**src/rtl/core/skl_pkg.sv**
```systemverilog
// skl_pkg: shared types, codes and field widths of the sorted key line table.
// Used by skl_mem, skl_seq and sorted_key_line_table_top; no dependencies.
`timescale 1ns / 1ps

package skl_pkg;

    localparam int DEPTH_DEF = 64;

    localparam int OP_W      = 2;
    localparam int KEY_W     = 16;
    localparam int HANDLE_W  = 16;
    localparam int ENTRY_W   = KEY_W + HANDLE_W;
    localparam int STATUS_W  = 3;
    localparam int SLOT_W    = 6;
    localparam int CNT_W     = 7;
    localparam int S_TDATA_W = 32;
    localparam int M_TDATA_W = 16;

    localparam logic [OP_W-1:0] OP_STORE  = 2'd0;
    localparam logic [OP_W-1:0] OP_DELETE = 2'd1;
    localparam logic [OP_W-1:0] OP_FIND   = 2'd2;

    localparam logic [STATUS_W-1:0] ST_REPLACED  = 3'd0;
    localparam logic [STATUS_W-1:0] ST_INSERTED  = 3'd1;
    localparam logic [STATUS_W-1:0] ST_DELETED   = 3'd2;
    localparam logic [STATUS_W-1:0] ST_NOT_FOUND = 3'd3;
    localparam logic [STATUS_W-1:0] ST_FULL      = 3'd4;
    localparam logic [STATUS_W-1:0] ST_FOUND     = 3'd5;

    typedef enum logic [2:0] {
        SQ_IDLE,
        SQ_SCAN,
        SQ_DECIDE,
        SQ_SHIFT_UP,
        SQ_SHIFT_DN,
        SQ_WRITE,
        SQ_DONE
    } t_seq_state;

    typedef struct packed {
        logic [OP_W-1:0]     op;
        logic [KEY_W-1:0]    line_key;
        logic [HANDLE_W-1:0] payload_handle;
    } t_item;

    typedef struct packed {
        logic                valid;
        logic [STATUS_W-1:0] status;
        logic [SLOT_W-1:0]   slot_index;
        logic [CNT_W-1:0]    entry_count;
    } t_result;

endpackage

```
**src/rtl/core/skl_mem.sv**
```systemverilog
// skl_mem: entry store, one write port and one registered read port.
// Each word holds the key in the low bits and the payload handle above it.
`timescale 1ns / 1ps

module skl_mem #(
    parameter int DEPTH = skl_pkg::DEPTH_DEF
) (
    input  logic                        i_clk,
    input  logic                        i_we,
    input  logic [$clog2(DEPTH)-1:0]    i_waddr,
    input  logic [skl_pkg::ENTRY_W-1:0] i_wdata,
    input  logic [$clog2(DEPTH)-1:0]    i_raddr,
    output logic [skl_pkg::ENTRY_W-1:0] o_rdata
);

    logic [skl_pkg::ENTRY_W-1:0] r_mem [DEPTH];
    logic [skl_pkg::ENTRY_W-1:0] r_rdata;

    always_ff @(posedge i_clk) begin
        if (i_we) begin
            r_mem[i_waddr] <= i_wdata;
        end
    end

    always_ff @(posedge i_clk) begin
        r_rdata <= r_mem[i_raddr];
    end

    assign o_rdata = r_rdata;

endmodule

```
**src/rtl/core/skl_seq.sv**
```systemverilog
// skl_seq: sequencer with the shared key compare and index step unit.
// Scans the store, then shifts entries one per cycle; uses skl_pkg.
`timescale 1ns / 1ps

module skl_seq #(
    parameter int DEPTH = skl_pkg::DEPTH_DEF
) (
    input  logic                        i_clk,
    input  logic                        i_rst_n,
    input  logic                        i_start,
    input  skl_pkg::t_item              i_item,
    output logic                        o_idle,
    output skl_pkg::t_result            o_res,
    input  logic                        i_res_ready,
    output logic                        o_mem_we,
    output logic [$clog2(DEPTH)-1:0]    o_mem_waddr,
    output logic [skl_pkg::ENTRY_W-1:0] o_mem_wdata,
    output logic [$clog2(DEPTH)-1:0]    o_mem_raddr,
    input  logic [skl_pkg::ENTRY_W-1:0] i_mem_rdata
);

    localparam int IW = $clog2(DEPTH);
    localparam int CW = $clog2(DEPTH + 1);

    skl_pkg::t_seq_state              r_state, n_state;
    skl_pkg::t_item                   r_item, n_item;
    logic [CW-1:0]                    r_count, n_count;
    logic [IW-1:0]                    r_idx, n_idx;
    logic [CW-1:0]                    r_pos, n_pos;
    logic                             r_hit, n_hit;
    logic [skl_pkg::STATUS_W-1:0]     r_status, n_status;
    logic [skl_pkg::SLOT_W-1:0]       r_slot, n_slot;

    logic [skl_pkg::KEY_W-1:0]        w_rkey;
    logic [IW-1:0]                    w_pos_a;
    logic [skl_pkg::ENTRY_W-1:0]      w_new;

    assign w_rkey  = i_mem_rdata[skl_pkg::KEY_W-1:0];
    assign w_pos_a = r_pos[IW-1:0];
    assign w_new   = {r_item.payload_handle, r_item.line_key};

    always_ff @(posedge i_clk) begin
        if (!i_rst_n) begin
            r_state <= skl_pkg::SQ_IDLE;
            r_count <= '0;
        end else begin
            r_state <= n_state;
            r_count <= n_count;
        end
    end

    always_ff @(posedge i_clk) begin
        r_item   <= n_item;
        r_idx    <= n_idx;
        r_pos    <= n_pos;
        r_hit    <= n_hit;
        r_status <= n_status;
        r_slot   <= n_slot;
    end

    always_comb begin
        n_state     = r_state;
        n_item      = r_item;
        n_count     = r_count;
        n_idx       = r_idx;
        n_pos       = r_pos;
        n_hit       = r_hit;
        n_status    = r_status;
        n_slot      = r_slot;
        o_mem_we    = 1'b0;
        o_mem_waddr = r_idx;
        o_mem_wdata = i_mem_rdata;
        o_mem_raddr = r_idx;
        unique case (r_state)
            skl_pkg::SQ_IDLE: begin
                if (i_start) begin
                    n_item      = i_item;
                    n_idx       = '0;
                    n_pos       = '0;
                    n_hit       = 1'b0;
                    o_mem_raddr = '0;
                    n_state     = (r_count == '0) ? skl_pkg::SQ_DECIDE : skl_pkg::SQ_SCAN;
                end
            end
            skl_pkg::SQ_SCAN: begin
                // sorted table: first key >= search key is the hit or the insert point
                if (w_rkey >= r_item.line_key) begin
                    n_pos   = CW'(r_idx);
                    n_hit   = (w_rkey == r_item.line_key);
                    n_state = skl_pkg::SQ_DECIDE;
                end else if (CW'(r_idx) + CW'(1) == r_count) begin
                    n_pos   = r_count;
                    n_hit   = 1'b0;
                    n_state = skl_pkg::SQ_DECIDE;
                end else begin
                    n_idx       = r_idx + IW'(1);
                    o_mem_raddr = r_idx + IW'(1);
                end
            end
            skl_pkg::SQ_DECIDE: begin
                n_status = skl_pkg::ST_NOT_FOUND;
                n_slot   = '0;
                n_state  = skl_pkg::SQ_DONE;
                case (r_item.op)
                    skl_pkg::OP_STORE: begin
                        if (r_hit) begin
                            o_mem_we    = 1'b1;
                            o_mem_waddr = w_pos_a;
                            o_mem_wdata = w_new;
                            n_status    = skl_pkg::ST_REPLACED;
                            n_slot      = skl_pkg::SLOT_W'(r_pos);
                        end else if (r_count >= CW'(DEPTH)) begin
                            n_status = skl_pkg::ST_FULL;
                        end else if (r_pos == r_count) begin
                            o_mem_we    = 1'b1;
                            o_mem_waddr = w_pos_a;
                            o_mem_wdata = w_new;
                            n_count     = r_count + CW'(1);
                            n_status    = skl_pkg::ST_INSERTED;
                            n_slot      = skl_pkg::SLOT_W'(r_pos);
                        end else begin
                            n_status    = skl_pkg::ST_INSERTED;
                            n_slot      = skl_pkg::SLOT_W'(r_pos);
                            n_idx       = IW'(r_count - CW'(1));
                            o_mem_raddr = IW'(r_count - CW'(1));
                            n_state     = skl_pkg::SQ_SHIFT_UP;
                        end
                    end
                    skl_pkg::OP_DELETE: begin
                        if (r_hit) begin
                            n_status = skl_pkg::ST_DELETED;
                            n_slot   = skl_pkg::SLOT_W'(r_pos);
                            if (r_pos + CW'(1) == r_count) begin
                                n_count = r_count - CW'(1);
                            end else begin
                                n_idx       = w_pos_a + IW'(1);
                                o_mem_raddr = w_pos_a + IW'(1);
                                n_state     = skl_pkg::SQ_SHIFT_DN;
                            end
                        end
                    end
                    skl_pkg::OP_FIND: begin
                        if (r_hit) begin
                            n_status = skl_pkg::ST_FOUND;
                            n_slot   = skl_pkg::SLOT_W'(r_pos);
                        end
                    end
                    default: begin
                        n_status = skl_pkg::ST_NOT_FOUND;
                    end
                endcase
            end
            skl_pkg::SQ_SHIFT_UP: begin
                o_mem_we    = 1'b1;
                o_mem_waddr = r_idx + IW'(1);
                if (CW'(r_idx) == r_pos) begin
                    n_state = skl_pkg::SQ_WRITE;
                end else begin
                    n_idx       = r_idx - IW'(1);
                    o_mem_raddr = r_idx - IW'(1);
                end
            end
            skl_pkg::SQ_WRITE: begin
                o_mem_we    = 1'b1;
                o_mem_waddr = w_pos_a;
                o_mem_wdata = w_new;
                n_count     = r_count + CW'(1);
                n_state     = skl_pkg::SQ_DONE;
            end
            skl_pkg::SQ_SHIFT_DN: begin
                o_mem_we    = 1'b1;
                o_mem_waddr = r_idx - IW'(1);
                if (CW'(r_idx) + CW'(1) == r_count) begin
                    n_count = r_count - CW'(1);
                    n_state = skl_pkg::SQ_DONE;
                end else begin
                    n_idx       = r_idx + IW'(1);
                    o_mem_raddr = r_idx + IW'(1);
                end
            end
            skl_pkg::SQ_DONE: begin
                if (i_res_ready) begin
                    n_state = skl_pkg::SQ_IDLE;
                end
            end
            default: begin
                n_state = skl_pkg::SQ_IDLE;
            end
        endcase
    end

    assign o_idle            = (r_state == skl_pkg::SQ_IDLE);
    assign o_res.valid       = (r_state == skl_pkg::SQ_DONE);
    assign o_res.status      = r_status;
    assign o_res.slot_index  = r_slot;
    assign o_res.entry_count = skl_pkg::CNT_W'(r_count);

endmodule

```
**src/rtl/core/sorted_key_line_table_top.sv**
```systemverilog
// sorted_key_line_table_top: sorted key table with stream ports.
// Instantiates skl_seq and skl_mem; uses skl_pkg.
//
// Usage: one item on the slave stream is a request: tuser carries the op
// (store, delete, find), tdata the line key (low half) and the payload
// handle (high half). Each request gives exactly one item on the master
// stream: tuser the status, tdata the slot index and the entry count.
// A request is worked as a linear scan over the single read port of the
// entry store (one entry per cycle), then for insert or delete one entry
// moved per cycle, then the result. tready is low while a request is in
// work. The result waits in an output register; the next request is taken
// while it waits, and a second result waits in the sequencer until the
// receiver takes the first. Reset (synchronous, active low) empties the
// table and the output stage; the entry store itself needs no clearing.
`timescale 1ns / 1ps

module sorted_key_line_table_top #(
    parameter int DEPTH = skl_pkg::DEPTH_DEF
) (
    input  logic                          i_clk,
    input  logic                          i_rst_n,
    input  logic                          i_s_axis_tvalid,
    output logic                          o_s_axis_tready,
    input  logic [skl_pkg::S_TDATA_W-1:0] i_s_axis_tdata,  // line_key, payload_handle
    input  logic [skl_pkg::OP_W-1:0]      i_s_axis_tuser,  // op
    output logic                          o_m_axis_tvalid,
    input  logic                          i_m_axis_tready,
    output logic [skl_pkg::M_TDATA_W-1:0] o_m_axis_tdata,  // slot_index, entry_count, zero pad
    output logic [skl_pkg::STATUS_W-1:0]  o_m_axis_tuser   // status
);

    localparam int IW = $clog2(DEPTH);

    skl_pkg::t_item                   w_item;
    skl_pkg::t_result                 w_res;
    logic                             w_idle;
    logic                             w_start;
    logic                             w_res_ready;
    logic                             w_mem_we;
    logic [IW-1:0]                    w_mem_waddr;
    logic [IW-1:0]                    w_mem_raddr;
    logic [skl_pkg::ENTRY_W-1:0]      w_mem_wdata;
    logic [skl_pkg::ENTRY_W-1:0]      w_mem_rdata;

    logic                             r_m_valid, n_m_valid;
    logic [skl_pkg::M_TDATA_W-1:0]    r_m_data, n_m_data;
    logic [skl_pkg::STATUS_W-1:0]     r_m_user, n_m_user;

    assign w_item.op             = i_s_axis_tuser;
    assign w_item.line_key       = i_s_axis_tdata[skl_pkg::KEY_W-1:0];
    assign w_item.payload_handle = i_s_axis_tdata[skl_pkg::ENTRY_W-1:skl_pkg::KEY_W];

    assign o_s_axis_tready = w_idle;
    assign w_start         = i_s_axis_tvalid && w_idle;
    assign w_res_ready     = !r_m_valid || i_m_axis_tready;

    skl_seq #(
        .DEPTH(DEPTH)
    ) u_seq (
        .i_clk       (i_clk),
        .i_rst_n     (i_rst_n),
        .i_start     (w_start),
        .i_item      (w_item),
        .o_idle      (w_idle),
        .o_res       (w_res),
        .i_res_ready (w_res_ready),
        .o_mem_we    (w_mem_we),
        .o_mem_waddr (w_mem_waddr),
        .o_mem_wdata (w_mem_wdata),
        .o_mem_raddr (w_mem_raddr),
        .i_mem_rdata (w_mem_rdata)
    );

    skl_mem #(
        .DEPTH(DEPTH)
    ) u_mem (
        .i_clk   (i_clk),
        .i_we    (w_mem_we),
        .i_waddr (w_mem_waddr),
        .i_wdata (w_mem_wdata),
        .i_raddr (w_mem_raddr),
        .o_rdata (w_mem_rdata)
    );

    always_comb begin
        n_m_valid = r_m_valid;
        n_m_data  = r_m_data;
        n_m_user  = r_m_user;
        if (w_res.valid && w_res_ready) begin
            n_m_valid = 1'b1;
            n_m_data  = skl_pkg::M_TDATA_W'({w_res.entry_count, w_res.slot_index});
            n_m_user  = w_res.status;
        end else if (i_m_axis_tready) begin
            n_m_valid = 1'b0;
        end
    end

    always_ff @(posedge i_clk) begin
        if (!i_rst_n) begin
            r_m_valid <= 1'b0;
        end else begin
            r_m_valid <= n_m_valid;
        end
    end

    always_ff @(posedge i_clk) begin
        r_m_data <= n_m_data;
        r_m_user <= n_m_user;
    end

    assign o_m_axis_tvalid = r_m_valid;
    assign o_m_axis_tdata  = r_m_data;
    assign o_m_axis_tuser  = r_m_user;

    a_busy_after_accept: assert property (
        @(posedge i_clk) disable iff (!i_rst_n)
        (i_s_axis_tvalid && o_s_axis_tready) |=> !o_s_axis_tready
    ) else $error("sequencer idle right after taking an item");

    a_slot_zero_on_miss: assert property (
        @(posedge i_clk) disable iff (!i_rst_n)
        (o_m_axis_tvalid && (o_m_axis_tuser == skl_pkg::ST_FULL ||
                             o_m_axis_tuser == skl_pkg::ST_NOT_FOUND))
        |-> (o_m_axis_tdata[skl_pkg::SLOT_W-1:0] == '0)
    ) else $error("nonzero slot index on miss or full");

    a_result_held: assert property (
        @(posedge i_clk) disable iff (!i_rst_n)
        (w_res.valid && !w_res_ready) |=> (w_res.valid && $stable(w_res))
    ) else $error("pending result lost while output stage busy");

endmodule
```
**config.mk**
```make
export PLATFORM = sky130hd
export DESIGN_NAME = sorted_key_line_table_top
export DESIGN_NICKNAME = d
export VERILOG_FILES = /design/src/rtl/core/skl_pkg.sv /design/src/rtl/core/skl_mem.sv /design/src/rtl/core/skl_seq.sv /design/src/rtl/core/sorted_key_line_table_top.sv
export SDC_FILE = /design/constraint.sdc
export NUM_CORES = 1
export LEC_CHECK = 0
export BUFFER_PORTS_ARGS = -buffer_cell sky130_fd_sc_hd__buf_2
export CAP_MARGIN = 30
export CORE_MARGIN = 2
export CORE_UTILIZATION = 35
export CTS_CLUSTER_SIZE = 25
export DETAILED_ROUTE_END_ITERATION = 16
export MAX_ROUTING_LAYER = met4
export PLACE_DENSITY = 0.46
export SLEW_MARGIN = 10
export SYNTH_ARGS = -nofsm -noshare
export SYNTH_HDL_FRONTEND = slang
export SYNTH_SLANG_ARGS = --single-unit
```
**constraint.sdc**
```tcl
create_clock -name i_clk -period 15.23 [get_ports i_clk]
set_input_delay 3.046 -clock i_clk [delete_from_list [all_inputs] [get_ports i_clk]]
set_output_delay 3.046 -clock i_clk [all_outputs]
set_load 0.01 [all_outputs]
```
==> impl_metrics.csv, run 1 <==
group,metric,value,unit
outcome,status,"completed",
synthesis,synth.top_cell.area_share,69.8,%
drt,first_pass_iters,6,
floorplan,initial_core_util,35.2,%
grt,grt_antenna_before_repair,2,
worst_hold_path,hold_depth,0,
synthesis,syn-cell-area,0.0462,sq mm
sta,finalHoldViolations,0,
drt,ant_nets,0,
layout,fill_cells,12061,
clocking,htree_num_levels,3,
floorplan,die_y,367,microns
clocking,cts.sinks,1108,
drt,wirelength,141000,microns
synthesis,synth.most_common_cell,"edfxtp_1",
worst_setup_path,crit_buf_inv,5,
grt,grt_usage,21.0,%
worst_setup_path,cp.depth,16,
floorplan,num_rows,133,
synthesis,yosys-top-cells-area,"edfxtp_1, mux2i_1, nand2_1, nand3_1, dfxtp_1",
pwr,pwr-share-seq,35.3,%
synthesis,synth_area_leader_cell,"edfxtp_1",
pwr,p_sw_share,41.3,%
worst_setup_path,crit_top_cell,"buf_4",
worst_setup_path,cp-end-kind,"flip-flop",
drt,wl_per_cell,27.0,microns
clocking,cts_buffers,118,
clocking,insertion_delay,0.76,ns
sta,slew_headroom,33.8,%
grt,grt_pass1_vias,27533,
floorplan,core,0.131,sq mm
pwr,power_frac_comb,41.3,%
layout,fin_util,40.1,%
synthesis,ys_seq_area_share,71.3,%
drt,via_count,28954,
layout,area_growth,14.0,%
synthesis,synth.top_cells.by_count,"edfxtp_1, nand2_1, mux2i_1, clkbuf_1, nand3_1",
pwr,power_leakage,17.6,nW
sta,tightestPinTransition,0.993,ns
synthesis,syn_area_per_cell,14.0,sq um
sta,fin_crit_sh,50.0,%
clocking,cts_tree,"built",
clocking,cts-root-buf,"clkbuf_16",
synthesis,synth-edff-count,1075,
grt,overflow,0,
worst_setup_path,crit_arrival,8.23,ns
job,drv_cap,0,
worst_setup_path,critPathKind,"in2reg",
synthesis,synth_cells,3292,
sta,fin_skew,0.0541,ns
synthesis,ys_ff_latch,1108,
placed_design,portBuffers,39,
placed_design,gp_congestion,0.861,
placed_design,dpl.hpwl,84900,microns
worst_setup_path,r2r_cells,16,
clocking,clock_path_buffers,3,
sta,setup_viol_count_final,0,
worst_setup_path,cp_top_family,"buffers and inverters",
clocking,clk_pin_slew_worst_paths,0.06,ns
worst_setup_path,cpPeakStageDelay,0.83,ns
worst_hold_path,min_path_type,"reg2reg",
clocking,cts_resized,0,
worst_setup_path,worstPathCellList,"buf_2, or4_1, o21ai_0, nand2_1, o221ai_1, a311o_1, a221oi_4, buf_4, buf_12, o21ai_2, buf_4, nor2_2, buf_4, a221oi_1, o211ai_1, nand4_1",
clocking,hold_buffers,0,
synthesis,yosys_most_used_dff,"edfxtp_1",
drt,drc_errors,0,
sta,tns,0,ns
pwr,p_clk_share,23.4,%
pwr,power_density,221,mW/mm^2
synthesis,yosysWarnings,0,
layout,nets,3407,
synthesis,synth_cell_types,70,
worst_setup_path,critical_path.max_fanout,149,
grt,grt_pass1_wl,200000,microns
synthesis,async_flop_share,0,%
floorplan,die_area,0.135,sq mm
sta,fmax,131,MHz
pwr,irDropWorstVdd,0.360,mV
clocking,cts_setup_buffers,0,
layout,drive_gt1_share,11.5,%
worst_setup_path,required,15.84,ns
drt,viasPerCell,5.57,
pwr,intPower,6.82,mW
grt,grt_max_degree,150,
worst_setup_path,crit_path_top_delay_cell,"buf_4",
sta,rsz0062_at_grt,"false",
floorplan,io_pins,59,
drt,drt_iter0_drc,3167,
floorplan,die_x,367,microns
sta,period_minus_slack,7.62,ns
worst_setup_path,startpoint_type,"input port",
sta,maxSlewViolCount,0,
pwr,switching_power,4.80,mW
final timing paths:
kind	startpoint	slack, ns	to
setup / recovery	i_s_axis_tvalid	7.61	u_mem.o_rdata[7]
hold / removal	u_seq.r_slot[3]	0.42	o_m_axis_tdata[3]
setup reg to reg	u_seq.r_idx[1]	8.11	u_mem.o_rdata[7]
hold reg to reg	u_seq.r_slot[3]	0.42	o_m_axis_tdata[3]
through the flow:
stage / power [mW] / worst slack, ns / instance area, sq um / std cells / hold WS, ns
after global routing: 12.2 / 7.38 / 52700 / 5200 / 0.425
after detailed placement: 8.93 / 6.82 / 48900 / 4971 / 0.410
after CTS: 11.7 / 7.66 / 52600 / 5194 / 0.423
final: 11.6 / 7.61 / 52700 / 5201 / 0.422
after global placement: 8.80 / 6.44 / 48700 / 4961 / 0.410
after floorplan: 7.04 / 9.59 / 46200 / 3294 / 0.400
registers in the layout, summed over array words and instances, names as in the netlist, 6 cells and up:
| signal | flops |
|---|---|
| u_mem.r_mem | 1024 |
| u_seq.r_item | 18 |
| u_mem.o_rdata | 16 |
| o_m_axis_tdata | 13 |
| u_seq.r_count | 7 |
| u_seq.r_pos | 7 |
| u_seq.r_idx | 6 |
| u_seq.r_slot | 6 |
worst reg2reg max path, delay by kind of cell (launching register included):
family / cells / cell delay [ns]
buf+inv: 4 / 2.15
fa+ha+maj: 1 / 0.46
simple gates: 5 / 1.63
compound gates: 5 / 1.65
flops: 1 / 0.71
mux: 1 / 0.41
area by class of cell:
type / instances / area, sq um / area share (%)
flip-flops and latches: 1108 / 32900 / 62.5
repair buffers: 168 / 1350 / 2.56
well taps: 1755 / 2200 / 4.17
diodes: 2 / 5.00 / 0.00950
clock inverters: 82 / 582 / 1.10
clock buffers: 141 / 3060 / 5.81
inverters: 56 / 219 / 0.416
multi-input cells: 1889 / 12300 / 23.4
cell usage in the layout, fill, tap and decap left out, types with 12 or more instances in the layout:
cell and n:
a2111oi_0 50, a211oi_1 20, a21boi_0 37, a21oi_1 79, a221o_1 32, a221oi_1 49
a22oi_1 52, a311o_1 33, a311oi_1 16, a32o_1 15, and2_1 30, and3_1 72
and4_1 17, buf_2 39, buf_4 113, clkbuf_1 22, clkbuf_16 119, clkinv_1 39
clkinv_2 30, dfxtp_1 33, edfxtp_1 1075, ha_1 28, inv_1 51, mux2_2 19
mux2i_1 182, nand2_1 458, nand3_1 140, nand4_1 40, nor2_1 98, nor2b_1 12
nor3_1 29, nor4_1 33, o211ai_1 51, o21ai_0 110, o21ai_4 15, o31ai_1 19
xnor2_1 25
per-layer routing:
layer	GRT usage [%]	share of wire (%)	wire (microns)	vias up
met2	32.3	47	65500	962
met5	-	0	0	-
met3	2.88	5.7	7970	190
met1	29.3	45	63500	14932
met4	5.49	2.5	3490	0
li1	-	-	-	12870
kinds of logic after synthesis:
kind of cell             after synthesis  synth area share [%]
AO/OA/AOI/OAI                        646                  10.3
multiplexers                         201                  4.40
buffers and inverters                297                  2.64
XOR/XNOR                              39                 0.831
flip-flops                          1108                  71.3
other                                  1               0.00811
AND/OR/NAND/NOR                      972                  9.79
adder cells (fa/ha/maj)               28                 0.758
power by group through the flow:
stage                     Clock (mW)  Combinational, mW  Sequential, mW
after floorplan                    0               2.87            4.17
after global placement             0               4.64            4.16
after detailed placement           0               4.77            4.16
after CTS                       2.78               4.78            4.10
after global routing            2.90               5.14            4.11
final                           2.72               4.80            4.10
Power figures use the tool's default switching activity.
==> run 2, diff against run 1 <==
ABC_AREA = 1   (was unset)
clock period = 7.9 ns   (was 15.23 ns; I/O delays follow)
==> run 2 against run 1 <==
Clock-buffer cell count up 27; critical endpoint is now u_mem.o_rdata[3]; sequential power up 93%; total power up 110%; critical path type is now reg2reg.
==> impl_metrics.csv, run 2 <==
group,metric,value,unit
outcome,status,"completed",
drt,drc_errors,0,
synthesis,synth_cell_types,44,
clocking,clk_pin_slew_worst_paths,0.06,ns
drt,wl_per_cell,21.9,microns
floorplan,initial_core_util,35.4,%
synthesis,ys_ff_latch,1108,
worst_hold_path,min_path_type,"reg2reg",
drt,wirelength,152000,microns
synthesis,yosys_most_used_dff,"edfxtp_1",
pwr,power_density,416,mW/mm^2
worst_setup_path,crit_arrival,6.24,ns
worst_hold_path,hold_depth,0,
drt,drt_iter0_drc,3241,
grt,grt_usage,21.0,%
synthesis,synth.top_cell.area_share,63.4,%
layout,multi_input_area,0.0130,sq mm
pwr,irDropWorstVdd,0.458,mV
placed_design,dpl.hpwl,84700,microns
layout,nets,5019,
worst_setup_path,startpoint_type,"flip-flop",
sta,setup_slack,2.30,ns
job,drv_cap,0,
sta,tns,0,ns
drt,via_count,35469,
synthesis,async_flop_share,0,%
clocking,cts_buffers,130,
synthesis,synth_area_leader_cell,"edfxtp_1",
floorplan,io_pins,59,
synthesis,syn-cell-area,0.0509,sq mm
grt,grt_antenna_before_repair,2,
sta,finalHoldViolations,0,
pwr,power_leakage,22.9,nW
placed_design,gp_congestion,0.913,
synthesis,ys_seq_area_share,64.7,%
synthesis,synth.top_cells.by_count,"edfxtp_1, inv_1, nand3_1, nand2_1, nand4_1",
synthesis,yosys.area_share.xor_xnor,0.344,%
sta,setup_viol_count_final,0,
floorplan,core,0.144,sq mm
pwr,total_power,24.0,mW
clocking,htree_num_levels,4,
synthesis,synth_cells,4969,
synthesis,syn_area_per_cell,10.2,sq um
clocking,cts-root-buf,"clkbuf_16",
synthesis,synth.most_common_cell,"edfxtp_1",
sta,fin_crit_sh,70.9,%
grt,grt_pass1_vias,33003,
placed_design,place_ws,2.51,ns
synthesis,yosys.area_share.simple,20.5,%
floorplan,num_rows,139,
layout,final_common_cell,"edfxtp_1",
clocking,clock_path_buffers,3,
synthesis,yosys.area_share.adder,0.688,%
grt,overflow,0,
worst_setup_path,critPathKind,"reg2reg",
synthesis,yosys-top-cells-area,"edfxtp_1, nand3_1, inv_1, nand2_1, nand4_1",
layout,seq_area,0.0329,sq mm
floorplan,die_y,385,microns
drt,viasPerCell,5.10,
placed_design,portBuffers,39,
sta,holdWs,0.413,ns
grt,grt_max_degree,163,
grt,grt_pass1_wl,225000,microns
layout,area_growth,13.0,%
sta,maxSlewViolCount,0,
synthesis,synth-compound-area-share,3.39,%
sta,fin_skew,0.0361,ns
layout,fill_cells,13979,
sta,period_minus_slack,5.60,ns
sta,slew_headroom,35.3,%
worst_setup_path,cp-end-kind,"flip-flop",
synthesis,synthMuxAreaShare,0,%
layout,top_register,"u_mem.r_mem",
synthesis,yosysWarnings,0,
clocking,cts_resized,0,
worst_setup_path,critical_path.max_fanout,162,
synthesis,synth-edff-count,1075,
clocking,insertion_delay,0.78,ns
sta,fmax,179,MHz
worst_setup_path,required,8.54,ns
drt,ant_nets,0,
clocking,cts.sinks,1108,
clocking,hold_buffers,0,
floorplan,die_x,385,microns
floorplan,die_area,0.149,sq mm
synthesis,synth_top_family_by_area,"simple AND/OR/NAND/NOR gates",
layout,layout_common_cells,"edfxtp_1, inv_1, nand3_1",
clocking,cts_setup_buffers,0,
drt,first_pass_iters,7,
layout,largest_register_ff_count,1024,
sta,tightestPinTransition,0.968,ns
sta,rsz0062_at_grt,"false",
layout,drive_gt1_share,8.14,%
clocking,cts_tree,"built",
worst_setup_path,r2r_cells,23,
## run 2: through the flow
stage | cells | cell area, sq um | util (%)
5_1_grt | 6954 | 57500 | 40.0
3_3_place_gp | 6713 | 53200 | 36.9
3_5_place_dp | 6720 | 53300 | 37.0
6_report | 6955 | 57500 | 40.0
2_1_floorplan | 4971 | 50900 | -
4_1_cts | 6950 | 57400 | 39.9
## run 2: cell type report
class | count | share of cell area [%]
Tap cell | 1903 | 4.14
Timing Repair Buffer | 177 | 2.65
Clock inverter | 62 | 1.12
Multi-Input combinational cell | 2572 | 22.5
Inverter | 964 | 6.30
Clock buffer | 168 | 6.03
Sequential cell | 1108 | 57.3
Antenna cell | 1 | 0.00435
## run 2: final timing paths
path | start | endpoint | slack, ns
setup / recovery | u_seq.r_idx[0] | u_mem.o_rdata[3] | 2.30
setup reg to reg | u_seq.r_idx[0] | u_mem.o_rdata[3] | 2.30
hold / removal | u_seq.r_slot[0] | o_m_axis_tdata[0] | 0.41
hold reg to reg | u_seq.r_slot[0] | o_m_axis_tdata[0] | 0.41
## run 2: kinds of logic (layout without fill, tap and decap cells)
kind of cell	after synthesis	after routing
AND/OR/NAND/NOR	2214	2214
buffers and inverters	1291	1371
flip-flops	1108	1108
AO/OA/AOI/OAI	307	307
adder cells (fa/ha/maj)	28	28
XOR/XNOR	20	20
other	1	4
## run 2: metal layers
metal | vias to the layer above | track usage, % | share of wire, %
met5 | - | - | 0
met4 | 0 | 6.89 | 2.8
met3 | 207 | 3.19 | 5.5
met2 | 993 | 31.6 | 45
met1 | 17353 | 29.2 | 46
li1 | 16916 | - | -
## run 2: where the power goes
group          internal (mW)  switching [mW]  leakage (nW)
clock network           3.36            2.47          1.98
registers               7.68           0.232          9.96
logic                   2.61            7.61          11.0
total                   13.7            10.3          22.9
## run 2: worst max-delay path, cell delays in order, from the launching register on
cell,delay [ns]
dfxtp_1,0.70
inv_1,0.41
ha_1,0.54
inv_1,0.06
nand2_1,0.06
nand3_1,0.08
nor2_1,0.11
nand2_1,0.07
nor2_2,0.13
nand3_2,0.25
nand2_1,0.13
nand2_1,0.09
a21oi_4,0.36
nand3_4,0.12
buf_12,0.25
buf_12,0.43
nand2_1,0.16
o21ai_1,0.08
nand2_1,0.09
nand3_1,0.09
nand3_1,0.19
nand3_1,0.22
nand3_1,0.33
nand2_1,0.10
